===== config.mk =====
export PLATFORM = sky130hd
export DESIGN_NAME = lrgp_factor
export DESIGN_NICKNAME = d
export VERILOG_FILES = /design/src/design/lrgp_pkg.sv /design/src/design/lrgp_factor.sv
export SDC_FILE = /design/constraint.sdc
export NUM_CORES = 1
export LEC_CHECK = 0
export BUFFER_PORTS_ARGS = -buffer_cell sky130_fd_sc_hd__buf_4
export CAP_MARGIN = 20
export CORE_MARGIN = 4
export CORE_UTILIZATION = 50
export DETAILED_ROUTE_END_ITERATION = 16
export HOLD_SLACK_MARGIN = 0.06
export PLACE_DENSITY = 0.7
export SKIP_LAST_GASP = 1
export SLEW_MARGIN = 20
export SYNTH_ARGS = -nofsm -noshare
export SYNTH_HDL_FRONTEND = slang
export SYNTH_SLANG_ARGS = --single-unit

===== constraint.sdc =====
create_clock -name clk -period 7.4 [get_ports clk]
set_clock_uncertainty 0.05 [all_clocks]
set_input_delay 0.37 -clock clk [delete_from_list [all_inputs] [get_ports clk]]
set_output_delay 0.37 -clock clk [all_outputs]
set_load 0.05 [all_outputs]

===== src/design/lrgp_pkg.sv =====
`timescale 1ns / 1ps
// ----------------------------------------------------------------------------
// lrgp_pkg
// Shared widths, constants and types of the least round grid path unit.
// ----------------------------------------------------------------------------
package lrgp_pkg;

    localparam int VALUE_W          = 31;   // cell value width
    localparam int CFG_W            = 11;   // grid size register width
    localparam int TWOS_W           = 16;   // path sum of factors of 2
    localparam int FIVES_W          = 15;   // path sum of factors of 5
    localparam int OUT_W            = 15;   // result width
    localparam int TCNT_W           = 5;    // factors of 2 in one value, 0..30
    localparam int FCNT_W           = 4;    // factors of 5 in one value, 0..13
    localparam int DEFAULT_MAX_GRID = 1024;

    // Inverse of 5 modulo 2^31: multiplying an exact multiple of 5 by it gives
    // the quotient; any other value lands above FIVE_BOUND.
    localparam logic [VALUE_W-1:0] INV5       = 31'h4CCC_CCCD;
    localparam logic [VALUE_W-1:0] FIVE_BOUND = 31'h1999_9999;

    localparam logic [TWOS_W-1:0]  TWOS_MAX  = '1;
    localparam logic [FIVES_W-1:0] FIVES_MAX = '1;

    typedef enum logic {
        ST_IDLE,
        ST_WORK
    } lrgp_state_t;

    typedef struct packed {
        logic              done;
        logic [TCNT_W-1:0] twos;
        logic [FCNT_W-1:0] fives;
    } fac_status_t;

endpackage


===== src/design/lrgp_factor.sv =====
`timescale 1ns / 1ps
// ----------------------------------------------------------------------------
// lrgp_factor
// Counts factors of 2 at once and factors of 5 one exact division per cycle.
// ----------------------------------------------------------------------------
module lrgp_factor (
    input  logic                        clk,
    input  logic                        rst_n,
    input  logic                        start,
    input  logic                        clear,
    input  logic [lrgp_pkg::VALUE_W-1:0] value,
    output lrgp_pkg::fac_status_t       status
);
    import lrgp_pkg::*;

    logic               busy_reg, busy_next;
    logic [VALUE_W-1:0] v_reg, v_next;
    logic [TCNT_W-1:0]  twos_reg, twos_next;
    logic [FCNT_W-1:0]  fives_reg, fives_next;
    logic [VALUE_W-1:0] quot;
    logic               divisible;

    function automatic logic [TCNT_W-1:0] count_twos(input logic [VALUE_W-1:0] v);
        logic [TCNT_W-1:0] n;
        logic              found;
        n     = '0;
        found = 1'b0;
        for (int i = 0; i < VALUE_W; i++) begin
            if (!found && v[i]) begin
                n     = TCNT_W'(i);
                found = 1'b1;
            end
        end
        return n;
    endfunction

    // exact division test; zero never counts as divisible
    assign quot      = v_reg * INV5;
    assign divisible = (v_reg != '0) && (quot <= FIVE_BOUND);

    always_comb
    begin
        busy_next  = busy_reg;
        v_next     = v_reg;
        twos_next  = twos_reg;
        fives_next = fives_reg;
        if (start)
        begin
            busy_next  = 1'b1;
            v_next     = value;
            twos_next  = count_twos(value);
            fives_next = '0;
        end
        else if (clear)
        begin
            busy_next = 1'b0;
        end
        else if (busy_reg && divisible)
        begin
            v_next     = quot;
            fives_next = fives_reg + 1'b1;
        end
    end

    always_ff @(posedge clk or negedge rst_n)
    begin
        if (!rst_n)
        begin
            busy_reg <= 1'b0;
        end
        else
        begin
            busy_reg <= busy_next;
        end
    end

    always_ff @(posedge clk)
    begin
        v_reg     <= v_next;
        twos_reg  <= twos_next;
        fives_reg <= fives_next;
    end

    // done holds once no factor of 5 is left, until cleared
    assign status.done  = busy_reg && !divisible;
    assign status.twos  = twos_reg;
    assign status.fives = fives_reg;

endmodule


==> impl_results.md, run 1 <==
- Final Hold Vio Count: 0
- Clk Latency, worst-skew pair: 0.29 ns
- 1st-pass router iterations: 5
- Final antenna-violating net count: 0
- Max_cap viols: 0
- CP endpoint kind: output port
- CTS clk-pin slew, worst paths: 0.06 ns
- Post-Synthesis Cells: 1,034
- Yosys warnings: 0
- Crit path launch type: flop
- CP max stage cell: edfxtp_1
- H-tree levels: 2
- Distinct cells, synth: 60
- Initial antenna violation count: 1
- Core area: 0.01959 mm^2
- Die Y: between 100 and 150 um
- Synth Net Count: approximately 1,400
- Flip-flop count of the largest register after layout: 31
- CTS tree: done
- Die width: 149.5 um
- Capture point of the worst reg-to-reg path: v_reg[3]
- Fin crit share: 0.9892
- WL final: 26.40 mm
- Arrival time at the worst endpoint: around 6.9 ns
- Vias: 7,374
- Clock sinks: 41
- Outcome: finished, final reports clean
- Die area: about 0.022 mm^2
- WL per Instance: 18.75 um
- Clock buffer depth: 2
- Slew at the pin closest to its max-slew limit: roughly 0.84 ns
- Register bit count reported by yosys: between 40 and 50
- Share of flip-flops with an asynchronous set or reset: 0.02439
- DP HPWL: 22.86 mm
- Crit path from: v_reg[7]
- Max Freq: 0.1366 GHz
- GRT Overall Usage: 0.2440
- RePlAce Congestion: 0.9946
- Largest net degree at the start of global routing: 68
- CP max FO: 5
- Worst R2R Start: v_reg[7]
- Share of layout cells above drive strength 1: 0.1890
- R2R depth: 26
- Total Neg Setup Slack: 0 ns
- Rows: 51
- Setup CP Type: flop to output port
- Nets: about 1,500
- Area growth syn-to-layout: 17.65%
- DRT iter0 DRCs: 440
- DRC Markers: 0
- Min Tclk post-route: 7.320 ns
- Slew Limit Fails: 0
- Antenna cell count: 0
- Clk root buf: clkbuf_16
- Synth Cell Area: 0.01001 mm^2
- Crit-path max cell delay: 0.56 ns
- RSZ-0062 raised after global routing: yes
- Port bufs: 44
- First-pass GRT wire length: 41.59 mm
- Routed vias/inst: 5.237
- Crit path required time: 6.98 ns
- Worst setup path endpoint: status[9]
- Worst R2R Setup Slack: around 0.34 ns
- GRT overflow: 0
- Critical path's most frequent cell: fa_1
- CTS buffer count: 5
- Max-slew headroom: 0.4335
- Number of global-route vias before repair: 7,850
- Initial Util: 0.5108
- Post-synth EDFFs: 36
- Finish-stage setup viols: 0
- Sequential-to-total area share from yosys stat: 0.1185
- Post-synthesis area per instance: between 9 and 10 um^2
- I/O pins: 45
- Hold Crit Class: primary input to async pin
- Synth Flop Type: edfxtp_1
per-layer routing:
layer  GRT usage  vias to the layer above  routed length (um)
met2      0.4063                      219               12780
li1            -                     3448                   -
met1      0.3292                     3658               11240
met3     0.04210                       47                1562
met4     0.07323                        2                 797
met5           0                        -                  16
layout make-up:
cell class | count | area (um^2)
Tap cell | 265 | 331.6
Timing Repair Buffer | 113 | 889.6
Fill cell | 1661 | 7816
Clock buffer | 8 | 146.4
Sequential cell | 41 | 1186
Inverter | 320 | 1204
Multi-Input combinational cell | 661 | 8016
cell families (layout without fill, tap and decap cells):
family | count (synthesis) | count (layout) | share of synthesized area
AO/OA/AOI/OAI | 118 | 118 | 0.08052
XOR/XNOR | 57 | 57 | 0.04989
adder cells (fa/ha/maj) | 332 | 332 | 0.5426
buffers and inverters | 332 | 441 | 0.1247
flip-flops | 41 | 41 | 0.1185
multiplexers | 13 | 13 | 0.01513
AND/OR/NAND/NOR | 141 | 141 | 0.06864
repair_timing:
item | 4_1_cts | 5_1_grt
hold endpoints to repair | 1 | 0
setup buffers | 15 | 18
endpoints found under the setup margin | 30 | 31
hold buffers | 1 | 0
pin swaps | 11 | 53
gates resized for setup | 34 | 64
layout by cell type (no fill, tap or decap), drive strengths merged, types with 8 or more instances in the layout:
cell and n:
xnor2 37, edfxtp 36, o21ai 35, nor4 8
buf 112, nand2b 9, a21oi 26, nand2 37
nor3 14, clkbuf 8, inv 320, xor2 20
nor2 35, fa 170, mux2 11, ha 162
a21o 8, nand3 14
worst max-delay path: cells and delay by family, from the launching register on:
kind / cells / cell delay, ns
AO/OA/AOI/OAI: 5 / 0.97
adder cells (fa/ha/maj): 9 / 3.78
buffers and inverters: 8 / 0.62
flip-flops: 1 / 0.56
AND/OR/NAND/NOR: 4 / 0.69
synth_stat cells, types with 6 or more instances:
library cell / number / area share
a21o_1: 8 / 0.0060
a21oi_1: 26 / 0.013
a31oi_1: 6 / 0.0038
clkbuf_1: 11 / 0.0041
edfxtp_1: 36 / 0.11
fa_1: 170 / 0.34
ha_1: 162 / 0.20
inv_1: 320 / 0.12
mux2_2: 9 / 0.010
nand2_1: 37 / 0.014
nand2b_1: 9 / 0.0056
nand3_1: 14 / 0.0070
nor2_1: 35 / 0.013
nor3_1: 13 / 0.0065
nor4_1: 8 / 0.0050
o211ai_1: 6 / 0.0045
o21ai_0: 33 / 0.017
xnor2_1: 37 / 0.032
xor2_1: 20 / 0.018
worst min-delay path by stage:
| stage | from | end | cells past startpoint |
|---|---|---|---|
| 3_5_place_dp | rst_n | busy_reg | 1 |
| 5_1_grt | rst_n | busy_reg | 2 |
| 2_1_floorplan | rst_n | busy_reg | 0 |
| 3_3_place_gp | rst_n | busy_reg | 1 |
| 4_1_cts | rst_n | busy_reg | 2 |
| 6_report | rst_n | busy_reg | 2 |
stage by stage:
stage	instance area, um^2	util	instances	setup WS (ns)	hold slack, ns
3_5_place_dp	10900	0.5565	1366	0.0008691	0.09732
6_report	11770	0.6010	1408	0.08016	0.3410
3_3_place_gp	10900	0.5565	1366	0.01506	0.09780
5_1_grt	11770	0.6010	1408	-0.1151	0.3391
4_1_cts	11310	0.5775	1390	0.007448	0.3329
2_1_floorplan	10010	-	1034	0.2082	0.02441
Power of run 1 is left out: the tool's default activity adds up to more than one toggle a clock period on the data nets, which glitch-free logic cannot reach.
==> run 2: changes to the inputs <==
Settings changed: CORE_ASPECT_RATIO set to 0.6.
==> run 2 against run 1 <==
  * The run now ends with negative setup slack left
  * Flip-flop and latch count unchanged
  * Die area increased by 0.34%
  * Utilization increased by 3.2 points
  * Non-clock buffer count increased by 26
  * Routed wire length increased by 13%
  * Via count increased by 3.5%
  * Worst hold slack improved by 0.0039 ns
  * Sequential share of layout area decreased by 0.37 points
  * First-iteration DRC count increased by 61%
  * Maximum frequency decreased by 1.1%
  * Cell count increased by 2.0%
  * Setup slack got worse by 0.085 ns
==> impl_results.md, run 2 (synthesis gave the netlist of run 1 again) <==
- Outcome: finished, violations left
- Worst R2R Setup Slack: 0.08 ns (-0.26 ns)
- Met3 WL: 4.480 mm (+190%)
- Clk root buf: clkbuf_16
- Clock buffer depth: 2 (unchanged)
- CTS buffer count: 5 (unchanged)
- Highest routed layer: met4
- Rows: 39 (-24%)
- Largest net degree at the start of global routing: 68 (unchanged)
- Routed vias/inst: 5.313 (+1.5%)
- CP max FO: 7 (+2)
- WL final: 29.90 mm (+13%)
- Failing checks: negative setup slack
- Fillcell total: 1,547 (-6.9%)
- I/O pins: 45 (unchanged)
- Clk Latency, worst-skew pair: 0.29 ns (about the same)
- Die area: 0.02242 mm^2 (+0.34%)
- Final antenna-violating net count: 0 (unchanged)
- Die width: 190.6 um (+28%)
- Initial Util: 0.5179 (+0.007045)
- CP endpoint kind: output port
- GRT Overall Usage: 0.2580 (+0.01402)
- Initial antenna violation count: 1 (unchanged)
- Arrival time at the worst endpoint: 6.98 ns (+0.08 ns)
- Max Freq: 0.1350 GHz (-1.1%)
- Flip-flop count of the largest register after layout: 31 (unchanged)
- WL met2: 11.81 mm (-7.6%)
- Total Neg Setup Slack: -0.004873 ns (-0.004873 ns)
- Commonest non-fill, non-tap cell in the layout: inv_1
- RSZ-0062 raised after global routing: yes
- Slew at the pin closest to its max-slew limit: 1.211 ns (+0.3691 ns)
- Multi-input gate area: 0.008223 mm^2 (+2.6%)
- RePlAce Congestion: 1.006 (+1.2%)
- Crit path required time: 6.98 ns (about the same)
- Crit path launch type: flop
- Max-slew headroom: 0.1852 (-0.2483)
- DRT iter0 DRCs: 707 (+61%)
- H-tree levels: 2 (unchanged)
- 1st-pass router iterations: 5 (unchanged)
- Die Y: 117.6 um (-21%)
- Slew Limit Fails: 0 (unchanged)
- Number of global-route vias before repair: 7,629 (-2.8%)
- Finish-stage setup viols: 1 (+1)
- GRT overflow: 0 (unchanged)
- Hold Crit Class: primary input to flop
- First-pass GRT wire length: 44.25 mm (+6.4%)
- Final Hold Vio Count: 0 (unchanged)
- WL per Instance: 20.82 um (+11%)
- Min Tclk post-route: 7.405 ns (+0.08503 ns)
- CP max stage cell: edfxtp_1
- CTS clk-pin slew, worst paths: 0.07 ns (about the same)
- Setup CP Type: flop to output port
- Area growth syn-to-layout: 22.14%
- Core area: 0.01932 mm^2 (-1.4%)
- Final worst slack: -0.004873 ns (-0.08503 ns)
- Vias: 7,630 (+3.5%)
- Total area of sequential cells: 0.001186 mm^2 (unchanged)
- Fin crit share: 1.001 (+0.01149)
- Port bufs: 44 (unchanged)
- CTS tree: done
- Final instance area: 0.01222 mm^2 (+3.8%)
- Crit-path max cell delay: 0.57 ns (about the same)
- DP HPWL: 24.93 mm (+9.1%)
- Commonest cells after routing, fill and taps aside: inv_1, fa_1, ha_1
- DRC Markers: 0 (unchanged)
- Share of layout cells above drive strength 1: 0.2378 (+0.04883)
- Max_cap viols: 0 (unchanged)
- Clock sinks: 41 (unchanged)
- Area after DPL: 0.01105 mm^2 (+1.3%)
- Nets: 1,535 (+1.7%)
- Metal-1 WL: 13.35 mm (+19%)
- DP Worst Slack: -0.01299 ns (-0.01386 ns)
[run 2: worst max-delay path, delay by kind of cell, from the launching register on]
kind / cells / cell delay [ns]
simple gates: 5 / 0.69
compound gates: 4 / 0.84
fa+ha+maj: 9 / 3.40
flops: 1 / 0.57
buf+inv: 11 / 1.18
[run 2: final cells by class]
class	instances	area share
clock buffer	5	0.01024
sequential	41	0.09704
multi-input combinational	661	0.6727
timing repair buffer	139	0.09182
tap	266	0.02723
inverter	320	0.09868
antenna	1	0.0002047
clock inverter	3	0.002047
[run 2: routing by layer]
metal  GRT usage  vias up
met1      0.4066     3729
met5           0        -
met2      0.3262      379
met4     0.01839        0
met3      0.1298       24
li1            -     3498
[run 2: timing repair]
item / in CTS / in global routing
resized for setup: 36 / 117
hold endpoints to repair: 1 / 0
pin swaps: 18 / 69
buffers inserted: 14 / 27
endpoints found under the setup margin: 30 / 30
hold buffers: 1 / 0
[run 2: worst paths after layout]
check                                  start  depth (start not counted)           end
min in group asynchronous              rst_n                          2      busy_reg
worst min register to register  fives_reg[1]                          2  fives_reg[1]
worst min-delay path                value[1]                          2      v_reg[1]
worst max register to register      v_reg[2]                         30      v_reg[8]
max in group asynchronous              rst_n                          2      busy_reg
worst max-delay path                v_reg[2]                         29     status[9]
[run 2: metrics by stage]
step           std cells  hold slack [ns]  utilization
2_1_floorplan       1034          0.02441            -
3_3_place_gp        1386          0.09623       0.5716
3_5_place_dp        1386          0.09608       0.5716
4_1_cts             1409           0.3251       0.5945
5_1_grt             1436           0.3501       0.6325
6_report            1436           0.3450       0.6325
Power of run 2 is left out for the same reason.
==> run 3: changes to the inputs <==
Settings changed: CORE_MARGIN 4 to not set, CTS_CLUSTER_SIZE set to 28.
==> run 3 against run 2 <==
  * The flow still finishes with violations (negative setup slack)
  * Worst hold slack lost 0.017 ns
  * Routed wire length shrank 1.7%
  * Sequential share of layout area grew 0.086 points
==> impl_results.md, run 3 (synthesis gave the netlist of run 1 again) <==
- Area after DPL: 0.01096 mm^2 (-0.75%)
- Fin crit share: 1.002 (+0.001518)
- Vias: 7,608 (-0.29%)
- CTS buffer count: 5 (unchanged)
- Max-slew headroom: 0.1641 (-0.02110)
- Final instance area: 0.01212 mm^2 (-0.88%)
- Rows: 39 (unchanged)
- 1st-pass router iterations: 5 (unchanged)
- Fillcell total: 1,599 (+3.4%)
- DP HPWL: 25.19 mm (+1.0%)
- Slew at the pin closest to its max-slew limit: 1.242 ns (+0.03136 ns)
- DRT iter0 DRCs: 540 (-24%)
- WL per Instance: 20.60 um (-1.0%)
- Total area of sequential cells: 0.001186 mm^2 (unchanged)
- Number of global-route vias before repair: 7,610 (-0.25%)
- Max_cap viols: 0 (unchanged)
- Finish-stage setup viols: 1 (unchanged)
- Crit path launch type: flop
- Initial antenna violation count: 2 (+1)
- CTS tree: done
- I/O pins: 45 (unchanged)
- Crit path required time: 6.98 ns (about the same)
- Port bufs: 44 (unchanged)
- Clk Latency, worst-skew pair: 0.29 ns (about the same)
- Setup CP Type: flop to output port
- CP endpoint kind: output port
- Flip-flop count of the largest register after layout: 31 (unchanged)
- H-tree levels: 2 (unchanged)
- Arrival time at the worst endpoint: 7.00 ns (+0.02 ns)
- Commonest non-fill, non-tap cell in the layout: inv_1
- WL final: 29.38 mm (-1.7%)
- Clock sinks: 41 (unchanged)
- Die area: 0.02060 mm^2 (-8.1%)
- GRT overflow: 0 (unchanged)
- Initial Util: 0.5179 (unchanged)
- Core area: 0.01932 mm^2 (unchanged)
- Hold Crit Class: primary input to async pin
- Routed vias/inst: 5.335 (+0.41%)
- Outcome: finished, violations left
- Slew Limit Fails: 0 (unchanged)
- GRT Overall Usage: 0.2901 (+0.03203)
- DRC Markers: 0 (unchanged)
- Failing checks: negative setup slack
- Max Freq: 0.1348 GHz (-0.15%)
- CTS clk-pin slew, worst paths: 0.07 ns (about the same)
- Nets: 1,526 (-0.59%)
- Final antenna-violating net count: 0 (unchanged)
- First-pass GRT wire length: 43.80 mm (-1.0%)
- RSZ-0062 raised after global routing: yes
- Clock buffer depth: 2 (unchanged)
- Share of layout cells above drive strength 1: 0.2267 (-0.01109)
- Commonest cells after routing, fill and taps aside: inv_1, fa_1, ha_1
- Largest net degree at the start of global routing: 68 (unchanged)
- R2R depth: 28 (-6.7%)
- Min Tclk post-route: 7.416 ns (+0.01123 ns)
- Multi-input gate area: 0.008174 mm^2 (-0.59%)
- Die Y: 111.6 um (-5.1%)
- Antenna cell count: 0 (-1)
- Final worst slack: -0.01611 ns (-0.01123 ns)
- RePlAce Congestion: 0.9729 (-3.3%)
- Core Util, Final: 0.6270 (-0.005568)
- Die width: 184.6 um (-3.1%)
- Final Hold Vio Count: 0 (unchanged)
- Area growth syn-to-layout: 21.07%
- Clk root buf: clkbuf_16
- CP max FO: 3 (-4)
[run 3: area by class of cell]
cell class,count,area share
multi-input cells,661,0.6747
inverters,320,0.09987
flip-flops and latches,41,0.09790
repair buffers,130,0.08489
well taps,266,0.02747
clock buffers,7,0.01446
clock inverters,1,0.0007229
[run 3: per-stage QoR]
step	setup TNS (ns)	setup slack [ns]	hold slack, ns	std cells
6_report	-0.01611	-0.01611	0.3277	1426
2_1_floorplan	0	0.2082	0.02441	1034
3_3_place_gp	-2.546	-0.08820	0.09707	1375
4_1_cts	0	0.0003313	0.3270	1401
5_1_grt	-0.6283	-0.1545	0.3603	1426
3_5_place_dp	-3.422	-0.1175	0.09786	1375
[run 3: worst max-delay path: stages (launching register included)]
cell and delay, ns:
edfxtp_1 0.44, buf_6 0.15, ha_4 0.28, inv_4 0.04
fa_1 0.52, inv_1 0.05, fa_2 0.54, fa_2 0.43
fa_2 0.55, fa_2 0.44, fa_1 0.58, inv_2 0.06
fa_1 0.60, inv_2 0.06, ha_4 0.16, a21oi_2 0.15
o21ai_2 0.08, nand2b_4 0.14, a211o_1 0.30, a31oi_4 0.22
a21oi_2 0.10, xnor2_2 0.15, and2_4 0.18, nor2b_4 0.12
a21boi_2 0.20, buf_6 0.18
[run 3: path summary, 6_finish.rpt]
path                                   start           end  slack (ns)
worst min register to register  fives_reg[1]  fives_reg[1]        0.48
worst max-delay path               v_reg[13]     status[9]       -0.02
max in group asynchronous              rst_n      busy_reg        6.89
min in group clk                   value[27]     v_reg[27]        0.35
worst max register to register      v_reg[7]     v_reg[15]        0.16
worst min-delay path                   rst_n      busy_reg        0.33
[run 3: repair_timing]
| item | in CTS | in global routing |
|---|---|---|
| pin swaps | 26 | 69 |
| gates resized for setup | 44 | 95 |
| cloned | 0 | 0 |
| endpoints found under the hold margin | 1 | 0 |
| hold buffers | 1 | 0 |
| endpoints found under the setup margin | 31 | 31 |
| setup buffers | 17 | 25 |
[run 3: per-layer routing]
| layer | up-vias | share of wire | global-route usage |
|---|---|---|---|
| met2 | 354 | 0.39 | 0.3774 |
| met3 | 19 | 0.13 | 0.1331 |
| met4 | 2 | 0.0070 | 0.03526 |
| met5 | - | 0.00044 | 0 |
| li1 | 3479 | - | - |
| met1 | 3754 | 0.47 | 0.4430 |
Power of run 3 is left out for the same reason.
